==> config.mk <==
export PLATFORM = sky130hd
export DESIGN_NAME = mqtt_publish_deframer_flat
export DESIGN_NICKNAME = d
export VERILOG_FILES = /design/src/mpd_pkg.sv /design/src/mpd_intf.sv /design/src/mpd_front.sv /design/src/mpd_fifo.sv /design/src/mpd_back.sv /design/src/mqtt_publish_deframer.sv /design/src/flat_wrapper.sv
export SDC_FILE = /design/constraint.sdc
export NUM_CORES = 1
export LEC_CHECK = 0
export ABC_AREA = 1
export BUFFER_PORTS_ARGS = -buffer_cell sky130_fd_sc_hd__buf_2
export CAP_MARGIN = 20
export CORE_MARGIN = 10
export CORE_UTILIZATION = 52
export CTS_CLUSTER_SIZE = 14
export DETAILED_ROUTE_END_ITERATION = 10
export GPL_TIMING_DRIVEN = 0
export PLACE_DENSITY = 0.78
export RECOVER_POWER = 100
export REMOVE_ABC_BUFFERS = 1
export SYNTH_ARGS = -nofsm -noshare
export SYNTH_HDL_FRONTEND = slang
export SYNTH_SLANG_ARGS = --single-unit
==> constraint.sdc <==
create_clock -name clk -period 7.7 [get_ports clk]
set_input_delay 2.31 -clock clk [delete_from_list [all_inputs] [get_ports clk]]
set_output_delay 2.31 -clock clk [all_outputs]
set_load 0.02 [all_outputs]
==> src/mpd_pkg.sv <==
package mpd_pkg;

	// Field widths.
	localparam int LEN_W   = 28;
	localparam int TOPIC_W = 16;
	localparam int TYPE_W  = 4;
	localparam int KIND_W  = 2;

	// Packet type codes.
	localparam logic [TYPE_W-1:0] TYPE_PUBLISH = 4'd3;

	// Byte kind codes on the result channel.
	localparam logic [KIND_W-1:0] KIND_FRAME   = 2'd0;
	localparam logic [KIND_W-1:0] KIND_TOPIC   = 2'd1;
	localparam logic [KIND_W-1:0] KIND_PAYLOAD = 2'd2;

	// Queue between the front and back parts.
	localparam int Q_DEPTH = 4;
	localparam int Q_AW    = 2;

	// Configuration port: register index is paddr[2].
	localparam int CFG_AW = 3;
	localparam int CFG_DW = 32;
	localparam logic REG_MAX_REMAINING = 1'b0;
	localparam logic [LEN_W-1:0] MAX_REMAINING_RST = 28'd255;

	// One received byte after classification by the front part.
	typedef struct packed {
		logic [7:0] data;
		logic       abort;
		logic       cont;
	} mpd_item_t;

	// Queue status seen by the front and back parts.
	typedef struct packed {
		logic full;
		logic not_empty;
	} mpd_q_stat_t;

endpackage

==> src/mpd_intf.sv <==
// Received byte channel.
interface mpd_in_if;
	logic       valid;
	logic       ready;
	logic [7:0] rx_byte;
	logic       abort_packet;

	modport source (output valid, output rx_byte, output abort_packet, input ready);
	modport sink (input valid, input rx_byte, input abort_packet, output ready);
endinterface

// Tagged byte channel.
interface mpd_out_if;
	logic       valid;
	logic       ready;
	logic [7:0] data_byte;
	logic [1:0] byte_kind;
	logic       message_end;
	logic       packet_end;
	logic [3:0] hdr_type;
	logic       oversize_drop;

	modport source (output valid, output data_byte, output byte_kind, output message_end,
		output packet_end, output hdr_type, output oversize_drop, input ready);
	modport sink (input valid, input data_byte, input byte_kind, input message_end,
		input packet_end, input hdr_type, input oversize_drop, output ready);
endinterface

==> src/mpd_front.sv <==
module mpd_front (
	input  logic                 clk,
	input  logic                 arst_n,
	mpd_in_if.sink               rx,
	input  mpd_pkg::mpd_q_stat_t q_stat,
	output mpd_pkg::mpd_item_t   item_s1,
	output logic                 push
);
	import mpd_pkg::*;

	logic valid_s1;
	logic accept;

	// The stage moves on into the queue whenever the queue has room.
	assign push     = valid_s1 && !q_stat.full;
	assign rx.ready = !valid_s1 || !q_stat.full;
	assign accept   = rx.valid && rx.ready;

	always_ff @(posedge clk or negedge arst_n) begin
		if (!arst_n) begin
			valid_s1 <= 1'b0;
		end else if (accept) begin
			valid_s1 <= 1'b1;
		end else if (push) begin
			valid_s1 <= 1'b0;
		end
	end

	// Classify the byte: abort flag and the length continuation bit.
	always_ff @(posedge clk) begin
		if (accept) begin
			item_s1.data  <= rx.rx_byte;
			item_s1.abort <= rx.abort_packet;
			item_s1.cont  <= rx.rx_byte[7];
		end
	end

endmodule

==> src/mpd_fifo.sv <==
module mpd_fifo (
	input  logic                 clk,
	input  logic                 arst_n,
	input  logic                 push,
	input  mpd_pkg::mpd_item_t   item_in,
	input  logic                 pop,
	output mpd_pkg::mpd_item_t   item_out,
	output mpd_pkg::mpd_q_stat_t q_stat
);
	import mpd_pkg::*;

	mpd_item_t       mem_q [Q_DEPTH];
	logic [Q_AW-1:0] wr_ptr_q;
	logic [Q_AW-1:0] rd_ptr_q;
	logic [Q_AW:0]   count_q;

	assign q_stat.full      = (count_q == (Q_AW+1)'(Q_DEPTH));
	assign q_stat.not_empty = (count_q != '0);
	assign item_out         = mem_q[rd_ptr_q];

	// Pointers and fill count.
	always_ff @(posedge clk or negedge arst_n) begin
		if (!arst_n) begin
			wr_ptr_q <= '0;
			rd_ptr_q <= '0;
			count_q  <= '0;
		end else begin
			if (push) begin
				wr_ptr_q <= wr_ptr_q + 1'b1;
			end
			if (pop) begin
				rd_ptr_q <= rd_ptr_q + 1'b1;
			end
			if (push && !pop) begin
				count_q <= count_q + 1'b1;
			end else if (pop && !push) begin
				count_q <= count_q - 1'b1;
			end
		end
	end

	// Entry storage.
	always_ff @(posedge clk) begin
		if (push) begin
			mem_q[wr_ptr_q] <= item_in;
		end
	end

endmodule

==> src/mpd_back.sv <==
module mpd_back #(
	parameter int TOPIC_CAP = 127
) (
	input  logic                       clk,
	input  logic                       arst_n,
	input  mpd_pkg::mpd_item_t         item,
	input  mpd_pkg::mpd_q_stat_t       q_stat,
	input  logic [mpd_pkg::LEN_W-1:0]  max_remaining,
	output logic                       pop,
	mpd_out_if.source                  tx
);
	import mpd_pkg::*;

	typedef enum logic [2:0] {
		PH_HEADER,
		PH_LENGTH,
		PH_TLEN_HI,
		PH_TLEN_LO,
		PH_TOPIC,
		PH_PAYLOAD,
		PH_SKIP,
		PH_DRAIN
	} phase_t;

	phase_t             phase_q, phase_d;
	logic [TYPE_W-1:0]  type_q, type_d;
	logic [LEN_W-1:0]   accum_q, accum_d;
	logic [1:0]         lcnt_q, lcnt_d;
	logic [LEN_W-1:0]   left_q, left_d;
	logic [TOPIC_W-1:0] tlen_q, tlen_d;
	logic [TOPIC_W-1:0] tpos_q, tpos_d;

	logic               out_valid_q;
	logic [7:0]         out_byte_q;
	logic [KIND_W-1:0]  out_kind_q, kind_d;
	logic               out_msg_q, msg_d;
	logic               out_pkt_q, pkt_d;
	logic               out_drop_q, drop_d;

	logic [LEN_W-1:0]   left_dec;
	logic [LEN_W-1:0]   group;
	logic [TOPIC_W-1:0] tlen_full;

	// Take the next byte when the result register is free or being emptied.
	assign pop = q_stat.not_empty && (!out_valid_q || tx.ready);

	assign left_dec  = left_q - 1'b1;
	assign tlen_full = {tlen_q[TOPIC_W-1:8], item.data};

	// Place the 7-bit length group by its position in the field.
	always_comb begin
		unique case (lcnt_q)
			2'd0: group = {21'b0, item.data[6:0]};
			2'd1: group = {14'b0, item.data[6:0], 7'b0};
			2'd2: group = {7'b0, item.data[6:0], 14'b0};
			2'd3: group = {item.data[6:0], 21'b0};
			default: group = '0;
		endcase
	end

	// Parser step for one byte.
	always_comb begin
		phase_d = phase_q;
		type_d  = type_q;
		accum_d = accum_q;
		lcnt_d  = lcnt_q;
		left_d  = left_q;
		tlen_d  = tlen_q;
		tpos_d  = tpos_q;
		kind_d  = KIND_FRAME;
		msg_d   = 1'b0;
		pkt_d   = 1'b0;
		drop_d  = 1'b0;

		if (item.abort) begin
			phase_d = PH_HEADER;
			accum_d = '0;
			lcnt_d  = '0;
			left_d  = '0;
		end else begin
			unique case (phase_q)
				PH_HEADER: begin
					type_d  = item.data[7:4];
					accum_d = '0;
					lcnt_d  = '0;
					phase_d = PH_LENGTH;
				end
				PH_LENGTH: begin
					accum_d = accum_q | group;
					lcnt_d  = lcnt_q + 1'b1;
					if (!item.cont || lcnt_q == 2'd3) begin
						priority if (accum_d > max_remaining) begin
							left_d  = accum_d;
							phase_d = PH_DRAIN;
						end else if (accum_d == '0) begin
							pkt_d   = 1'b1;
							phase_d = PH_HEADER;
						end else if (type_q == TYPE_PUBLISH && accum_d >= LEN_W'(2)) begin
							left_d  = accum_d;
							phase_d = PH_TLEN_HI;
						end else begin
							left_d  = accum_d;
							phase_d = PH_SKIP;
						end
					end
				end
				PH_TLEN_HI: begin
					tlen_d  = {item.data, 8'b0};
					left_d  = left_dec;
					phase_d = PH_TLEN_LO;
				end
				PH_TLEN_LO: begin
					tlen_d = tlen_full;
					left_d = left_dec;
					tpos_d = '0;
					priority if (LEN_W'(tlen_full) > left_dec) begin
						if (left_dec == '0) begin
							pkt_d   = 1'b1;
							phase_d = PH_HEADER;
						end else begin
							phase_d = PH_SKIP;
						end
					end else if (left_dec == '0) begin
						msg_d   = 1'b1;
						pkt_d   = 1'b1;
						phase_d = PH_HEADER;
					end else begin
						phase_d = (tlen_full != '0) ? PH_TOPIC : PH_PAYLOAD;
					end
				end
				PH_TOPIC: begin
					kind_d = (tpos_q < TOPIC_W'(TOPIC_CAP)) ? KIND_TOPIC : KIND_FRAME;
					tpos_d = tpos_q + 1'b1;
					left_d = left_dec;
					priority if (left_dec == '0) begin
						msg_d   = 1'b1;
						pkt_d   = 1'b1;
						phase_d = PH_HEADER;
					end else if (tpos_d >= tlen_q) begin
						phase_d = PH_PAYLOAD;
					end
				end
				PH_PAYLOAD: begin
					kind_d = KIND_PAYLOAD;
					left_d = left_dec;
					if (left_dec == '0) begin
						msg_d   = 1'b1;
						pkt_d   = 1'b1;
						phase_d = PH_HEADER;
					end
				end
				PH_SKIP: begin
					left_d = left_dec;
					if (left_dec == '0) begin
						pkt_d   = 1'b1;
						phase_d = PH_HEADER;
					end
				end
				PH_DRAIN: begin
					drop_d = 1'b1;
					left_d = left_dec;
					if (left_dec == '0) begin
						pkt_d   = 1'b1;
						phase_d = PH_HEADER;
					end
				end
				default: phase_d = PH_HEADER;
			endcase
		end
	end

	// Parser state and the result register.
	always_ff @(posedge clk or negedge arst_n) begin
		if (!arst_n) begin
			phase_q     <= PH_HEADER;
			type_q      <= '0;
			accum_q     <= '0;
			lcnt_q      <= '0;
			left_q      <= '0;
			tlen_q      <= '0;
			tpos_q      <= '0;
			out_valid_q <= 1'b0;
		end else begin
			if (pop) begin
				phase_q     <= phase_d;
				type_q      <= type_d;
				accum_q     <= accum_d;
				lcnt_q      <= lcnt_d;
				left_q      <= left_d;
				tlen_q      <= tlen_d;
				tpos_q      <= tpos_d;
				out_valid_q <= 1'b1;
			end else if (tx.ready) begin
				out_valid_q <= 1'b0;
			end
		end
	end

	// Result payload.
	always_ff @(posedge clk) begin
		if (pop) begin
			out_byte_q <= item.data;
			out_kind_q <= kind_d;
			out_msg_q  <= msg_d;
			out_pkt_q  <= pkt_d;
			out_drop_q <= drop_d;
		end
	end

	assign tx.valid         = out_valid_q;
	assign tx.data_byte     = out_byte_q;
	assign tx.byte_kind     = out_kind_q;
	assign tx.message_end   = out_msg_q;
	assign tx.packet_end    = out_pkt_q;
	assign tx.hdr_type      = type_q;
	assign tx.oversize_drop = out_drop_q;

endmodule

==> src/mqtt_publish_deframer.sv <==
// Channel  Direction  Carries
// rx       in         rx_byte, abort_packet: one stream byte per transfer
// tx       out        data_byte, byte_kind, message_end, packet_end, hdr_type,
//                     oversize_drop: one tagged byte per received byte
// apb      in         max_remaining at register 0
//
// One byte per cycle is sustained while tx does not stall; the parser state is
// updated once per byte. An rx byte passes through the input stage, the
// four-entry queue and the result register on its way to tx.
// Reset is asynchronous and active low; max_remaining resets to 255.
// A stall on tx fills the queue and then drops rx.ready; the front and back
// stall independently.
module mqtt_publish_deframer #(
	parameter int TOPIC_CAP = 127
) (
	input  logic                        clk,
	input  logic                        arst_n,
	mpd_in_if.sink                      rx,
	mpd_out_if.source                   tx,
	input  logic                        psel,
	input  logic                        penable,
	input  logic                        pwrite,
	input  logic [mpd_pkg::CFG_AW-1:0]  paddr,
	input  logic [mpd_pkg::CFG_DW-1:0]  pwdata,
	output logic [mpd_pkg::CFG_DW-1:0]  prdata,
	output logic                        pready
);
	import mpd_pkg::*;

	mpd_item_t        item_s1;
	mpd_item_t        q_item;
	mpd_q_stat_t      q_stat;
	logic             push;
	logic             pop;
	logic [LEN_W-1:0] max_remaining_q;
	logic             reg_sel;

	// Configuration register.
	assign pready  = 1'b1;
	assign reg_sel = (paddr[2] == REG_MAX_REMAINING);
	assign prdata  = reg_sel ? CFG_DW'(max_remaining_q) : '0;

	always_ff @(posedge clk or negedge arst_n) begin
		if (!arst_n) begin
			max_remaining_q <= MAX_REMAINING_RST;
		end else if (psel && penable && pwrite && reg_sel) begin
			max_remaining_q <= pwdata[LEN_W-1:0];
		end
	end

	mpd_front u_front (
		.clk     (clk),
		.arst_n  (arst_n),
		.rx      (rx),
		.q_stat  (q_stat),
		.item_s1 (item_s1),
		.push    (push)
	);

	mpd_fifo u_fifo (
		.clk      (clk),
		.arst_n   (arst_n),
		.push     (push),
		.item_in  (item_s1),
		.pop      (pop),
		.item_out (q_item),
		.q_stat   (q_stat)
	);

	mpd_back #(
		.TOPIC_CAP (TOPIC_CAP)
	) u_back (
		.clk           (clk),
		.arst_n        (arst_n),
		.item          (q_item),
		.q_stat        (q_stat),
		.max_remaining (max_remaining_q),
		.pop           (pop),
		.tx            (tx)
	);

endmodule

==> src/flat_wrapper.sv <==
// flat-port wrapper written by rule: the top's interface ports become plain ports
module mqtt_publish_deframer_flat import mpd_pkg::*;
#(
	parameter int TOPIC_CAP = 127
)
  (clk, arst_n, psel, penable, pwrite, paddr, pwdata, prdata, pready, rx_valid, rx_rx_byte, rx_abort_packet, rx_ready, tx_valid, tx_data_byte, tx_byte_kind, tx_message_end, tx_packet_end, tx_hdr_type, tx_oversize_drop, tx_ready);
  mpd_in_if rx_i ();
  mpd_out_if tx_i ();
  input  logic clk;
  input  logic arst_n;
  input  logic psel;
  input  logic penable;
  input  logic pwrite;
  input  logic [mpd_pkg::CFG_AW-1:0] paddr;
  input  logic [mpd_pkg::CFG_DW-1:0] pwdata;
  output logic [mpd_pkg::CFG_DW-1:0] prdata;
  output logic pready;
  input wire logic [$bits(rx_i.valid)-1:0] rx_valid;
  input wire logic [$bits(rx_i.rx_byte)-1:0] rx_rx_byte;
  input wire logic [$bits(rx_i.abort_packet)-1:0] rx_abort_packet;
  output wire logic [$bits(rx_i.ready)-1:0] rx_ready;
  output wire logic [$bits(tx_i.valid)-1:0] tx_valid;
  output wire logic [$bits(tx_i.data_byte)-1:0] tx_data_byte;
  output wire logic [$bits(tx_i.byte_kind)-1:0] tx_byte_kind;
  output wire logic [$bits(tx_i.message_end)-1:0] tx_message_end;
  output wire logic [$bits(tx_i.packet_end)-1:0] tx_packet_end;
  output wire logic [$bits(tx_i.hdr_type)-1:0] tx_hdr_type;
  output wire logic [$bits(tx_i.oversize_drop)-1:0] tx_oversize_drop;
  input wire logic [$bits(tx_i.ready)-1:0] tx_ready;
  assign rx_i.valid = rx_valid;
  assign rx_i.rx_byte = rx_rx_byte;
  assign rx_i.abort_packet = rx_abort_packet;
  assign rx_ready = rx_i.ready;
  assign tx_valid = tx_i.valid;
  assign tx_data_byte = tx_i.data_byte;
  assign tx_byte_kind = tx_i.byte_kind;
  assign tx_message_end = tx_i.message_end;
  assign tx_packet_end = tx_i.packet_end;
  assign tx_hdr_type = tx_i.hdr_type;
  assign tx_oversize_drop = tx_i.oversize_drop;
  assign tx_i.ready = tx_ready;
  mqtt_publish_deframer #(.TOPIC_CAP(TOPIC_CAP)) u_core (.clk(clk), .arst_n(arst_n), .rx(rx_i), .tx(tx_i), .psel(psel), .penable(penable), .pwrite(pwrite), .paddr(paddr), .pwdata(pwdata), .prdata(prdata), .pready(pready));
endmodule
==> reports/results.ini <==
[outcome]
status=finished with violations
violations=capacitance limit, slew limit

[worst_setup_path]
cp-start-kind=flop
path_delay_family=buffers and inverters
slowest_delay_ps=1200
reg2reg_from=u_core.u_fifo.rd_ptr_q[0]$_DFFE_PN0P_
crit_arrival_ps=6130
crit_buf_inv=4
rr_endpoint=u_core.u_back.accum_q[13]$_DFFE_PN0P_
worst_setup_path_end_kind=flop
path_cells=inv_1 > nand2_1 > a32oi_1 > inv_1 > o21ai_0 > o21ai_0 > inv_1 > clkbuf_1 > nand3_1 > o21ai_0
reg2reg_depth=10
worstPathRequired_ps=8040
crit_fanout=35
r2r_setup_slack_ps=1900
cp_slowest_cell=a32oi_1
crit_type=flop to flop

[layout]
final_nets=1572
areaGrowthSynthToFinish_pct=10.04
multi_input_area_mm2=0.005152
final_cells=1737
mostFrequentLayoutCells=nand2_1, inv_1, nor2_1
nFillCells=1861
seqCellArea_mm2=0.005105
drive_above_1_share_pct=9.097
n_antenna_cell=0
mostFrequentLayoutCell=nand2_1

[timing]
hold_ws_ps=512.1
worstMarginPinSlew_ps=2511
rsz0062_at_grt=no
final.min_clock_period_ps=5798
finalMaxSlewViolations=58
tns_ps=0
relSlewSlack_pct=-67.41
hold_viol=0
fin_crit_sh_pct=75.29
setup_violations=0
skew_ps=14.60
fmax_ghz=0.1725

[grt]
use_met3_pct=2.715
grt_max_degree=90
grt_pass1_vias=9216
grt_pass1_wl_mm=45.81
grt_util_met1_pct=26.42
grt.total_usage_pct=19.54
antenna_found_initial=0
use_met2_pct=31.57
overflow=0
busiest_layer=met2

[place]
portBuffers=91
gp_congestion=0.9032
dp_hpwl_mm=20.40
dp.cells=1704

[synth]
synth_ff_type=dfrtp_1
synth-seq-area-share_pct=45.25
yosysWarnings=0
synth-edff-count=58
avgSynthCellArea_um2=8.210
synthArstFlopShare_pct=69.79
synthesis.area_mm2=0.01128
synth_cells=1374
yosysUniqueCellTypes=47
ys_ff_latch=192

[pwr]
vdd_drop_max_uv=262.8
power_mw=5.495
p_leak_nw=5.890
cellPowerDensity_mw_per_mm2=442.7

[cts]
clock_sinks=192
clk_pin_slew_ps=80
holdBufCountCts=0
cts_htree_levels=4
clk_latency_ps=440
cts_tree=yes
cts_made_buffers=17
cts-resized-gates=0
cts_setup_buffers=0
cts_root_buf=clkbuf_16
clock_tree.buffer_depth=2

[route]
drtPass1Iterations=6
ant_nets=0
drt_iter0_drc=872
wirelength_mm=27.96
vias=9605
wl_per_cell_um=16.10
drc=0
viasPerCell=5.530

[floorplanning]
core-area_mm2=0.02115
dieHeight_um=167.3
die_area_mm2=0.02799
die_w_um=167.3
ioPinCount=103
start_util_pct=53.33
rows=53

[min_path]
holdPathEnd=u_core.max_remaining_q[0]$_DFFE_PN1P_
hold_start=u_core.max_remaining_q[0]$_DFFE_PN1P_
hold_depth=2
hold_path_class=flop to flop

[flow_run]
cap_viol_max_count=1

==> power by group <==
part,internal (mW),switching [mW],leakage (nW),total [mW]
Sequential,1.37,0.210,2.21,1.58
Clock,0.457,0.487,0.307,0.945
Combinational,0.880,2.09,3.37,2.97
Total,2.71,2.79,5.89,5.50
==> cell usage after synthesis, types with 5 or more instances <==
cell      count  area [um^2]
a21oi_1      82        410.4
buf_4         7        52.55
o21ai_2      21        183.9
edfxtp_1     58         1742
nand3_2       5        50.05
ha_1         71        888.4
o21ai_1      40        200.2
o211ai_1     22        165.2
clkbuf_1     24        90.09
dfrtp_1     126         3153
xor2_1       19        166.4
dfstp_2       8        210.2
nor4_1        9        56.30
nand3_1      80        400.4
nor3_1       16        80.08
o21ai_0      64        320.3
nand2_1     261        979.7
inv_2        13        48.80
buf_2         6        30.03
nor2_1      173        649.4
nand2_2      10        62.56
buf_6         7        78.83
inv_1       173        649.4
nand4_1      21        131.4
o22ai_1      15        93.84
nor2_2        7        43.79
==> cell type report <==
| type | count | area share [%] |
|---|---|---|
| clock inverters | 15 | 1.653 |
| clock buffers | 17 | 3.427 |
| flip-flops and latches | 192 | 41.12 |
| inverters | 187 | 5.655 |
| multi-input cells | 953 | 41.51 |
| repair buffers | 98 | 3.860 |
| well taps | 275 | 2.772 |
==> state kept, by name, indices dropped and copies added (netlist names), 8 cells and up <==
| name | count |
|---|---|
| u_core.max_remaining_q | 28 |
| u_core.u_back.accum_q | 28 |
| u_core.u_back.left_q | 28 |
| u_core.u_back.tlen_q | 16 |
| u_core.u_back.tpos_q | 16 |
| u_core.u_back.tx.data_byte | 8 |
| u_core.u_fifo.mem_q | 36 |
| u_core.u_front.item_s1 | 9 |
==> worst min-delay path: cells and delay by family, from the launching register on <==
kind	cells	cell delay, ps
buffers and inverters	1	70
DFF	1	380
AOI/OAI and AO/OA	1	60
==> metrics by stage <==
step	area [um^2]	utilization (%)	setup slack [ps]
after floorplan	11040	-	2787
after CTS	12600	59.58	2397
final	12410	58.68	1902
after detailed placement	11970	56.60	2398
after global routing	12410	58.68	1348
after global placement	11840	55.95	1974
==> logic make-up (layout without fill, tap and decap cells) <==
| kind of cell | count (synthesis) | after routing | synth area share [%] |
|---|---|---|---|
| simple gates | 600 | 600 | 23.45 |
| compound gates | 254 | 254 | 12.97 |
| mux | 1 | 1 | 0.09982 |
| buf+inv | 232 | 317 | 8.485 |
| fa+ha+maj | 72 | 72 | 8.052 |
| flops | 192 | 192 | 45.25 |
| xor+xnor | 21 | 21 | 1.630 |
| other cells | 2 | 5 | 0.06657 |
==> how the worst max path moves through the flow <==
stage | startpoint | slack (ps) | cells after the start | end
after detailed placement | paddr[2] | 2400 | 3 | prdata[19]
after global placement | tx_ready | 1970 | 9 | u_core.u_back.left_q[5]$_DFFE_PN0P_
after global routing | u_core.u_fifo.rd_ptr_q[0]$_DFFE_PN0P_ | 1350 | 10 | u_core.u_back.accum_q[13]$_DFFE_PN0P_
after CTS | paddr[2] | 2400 | 3 | prdata[19]
after floorplan | paddr[2] | 2790 | 1 | prdata[0]
final | u_core.u_fifo.rd_ptr_q[0]$_DFFE_PN0P_ | 1900 | 10 | u_core.u_back.accum_q[13]$_DFFE_PN0P_
==> per-layer routing <==
metal / up-vias / routed length [um] / part of all wire, %
li1: 4701 / - / -
met1: 4590 / 12810 / 46
met2: 280 / 13310 / 48
met3: 34 / 1394 / 5.0
met4: 0 / 449 / 1.6
met5: - / 0 / 0
No activity file was read; power rests on OpenSTA's default activity.
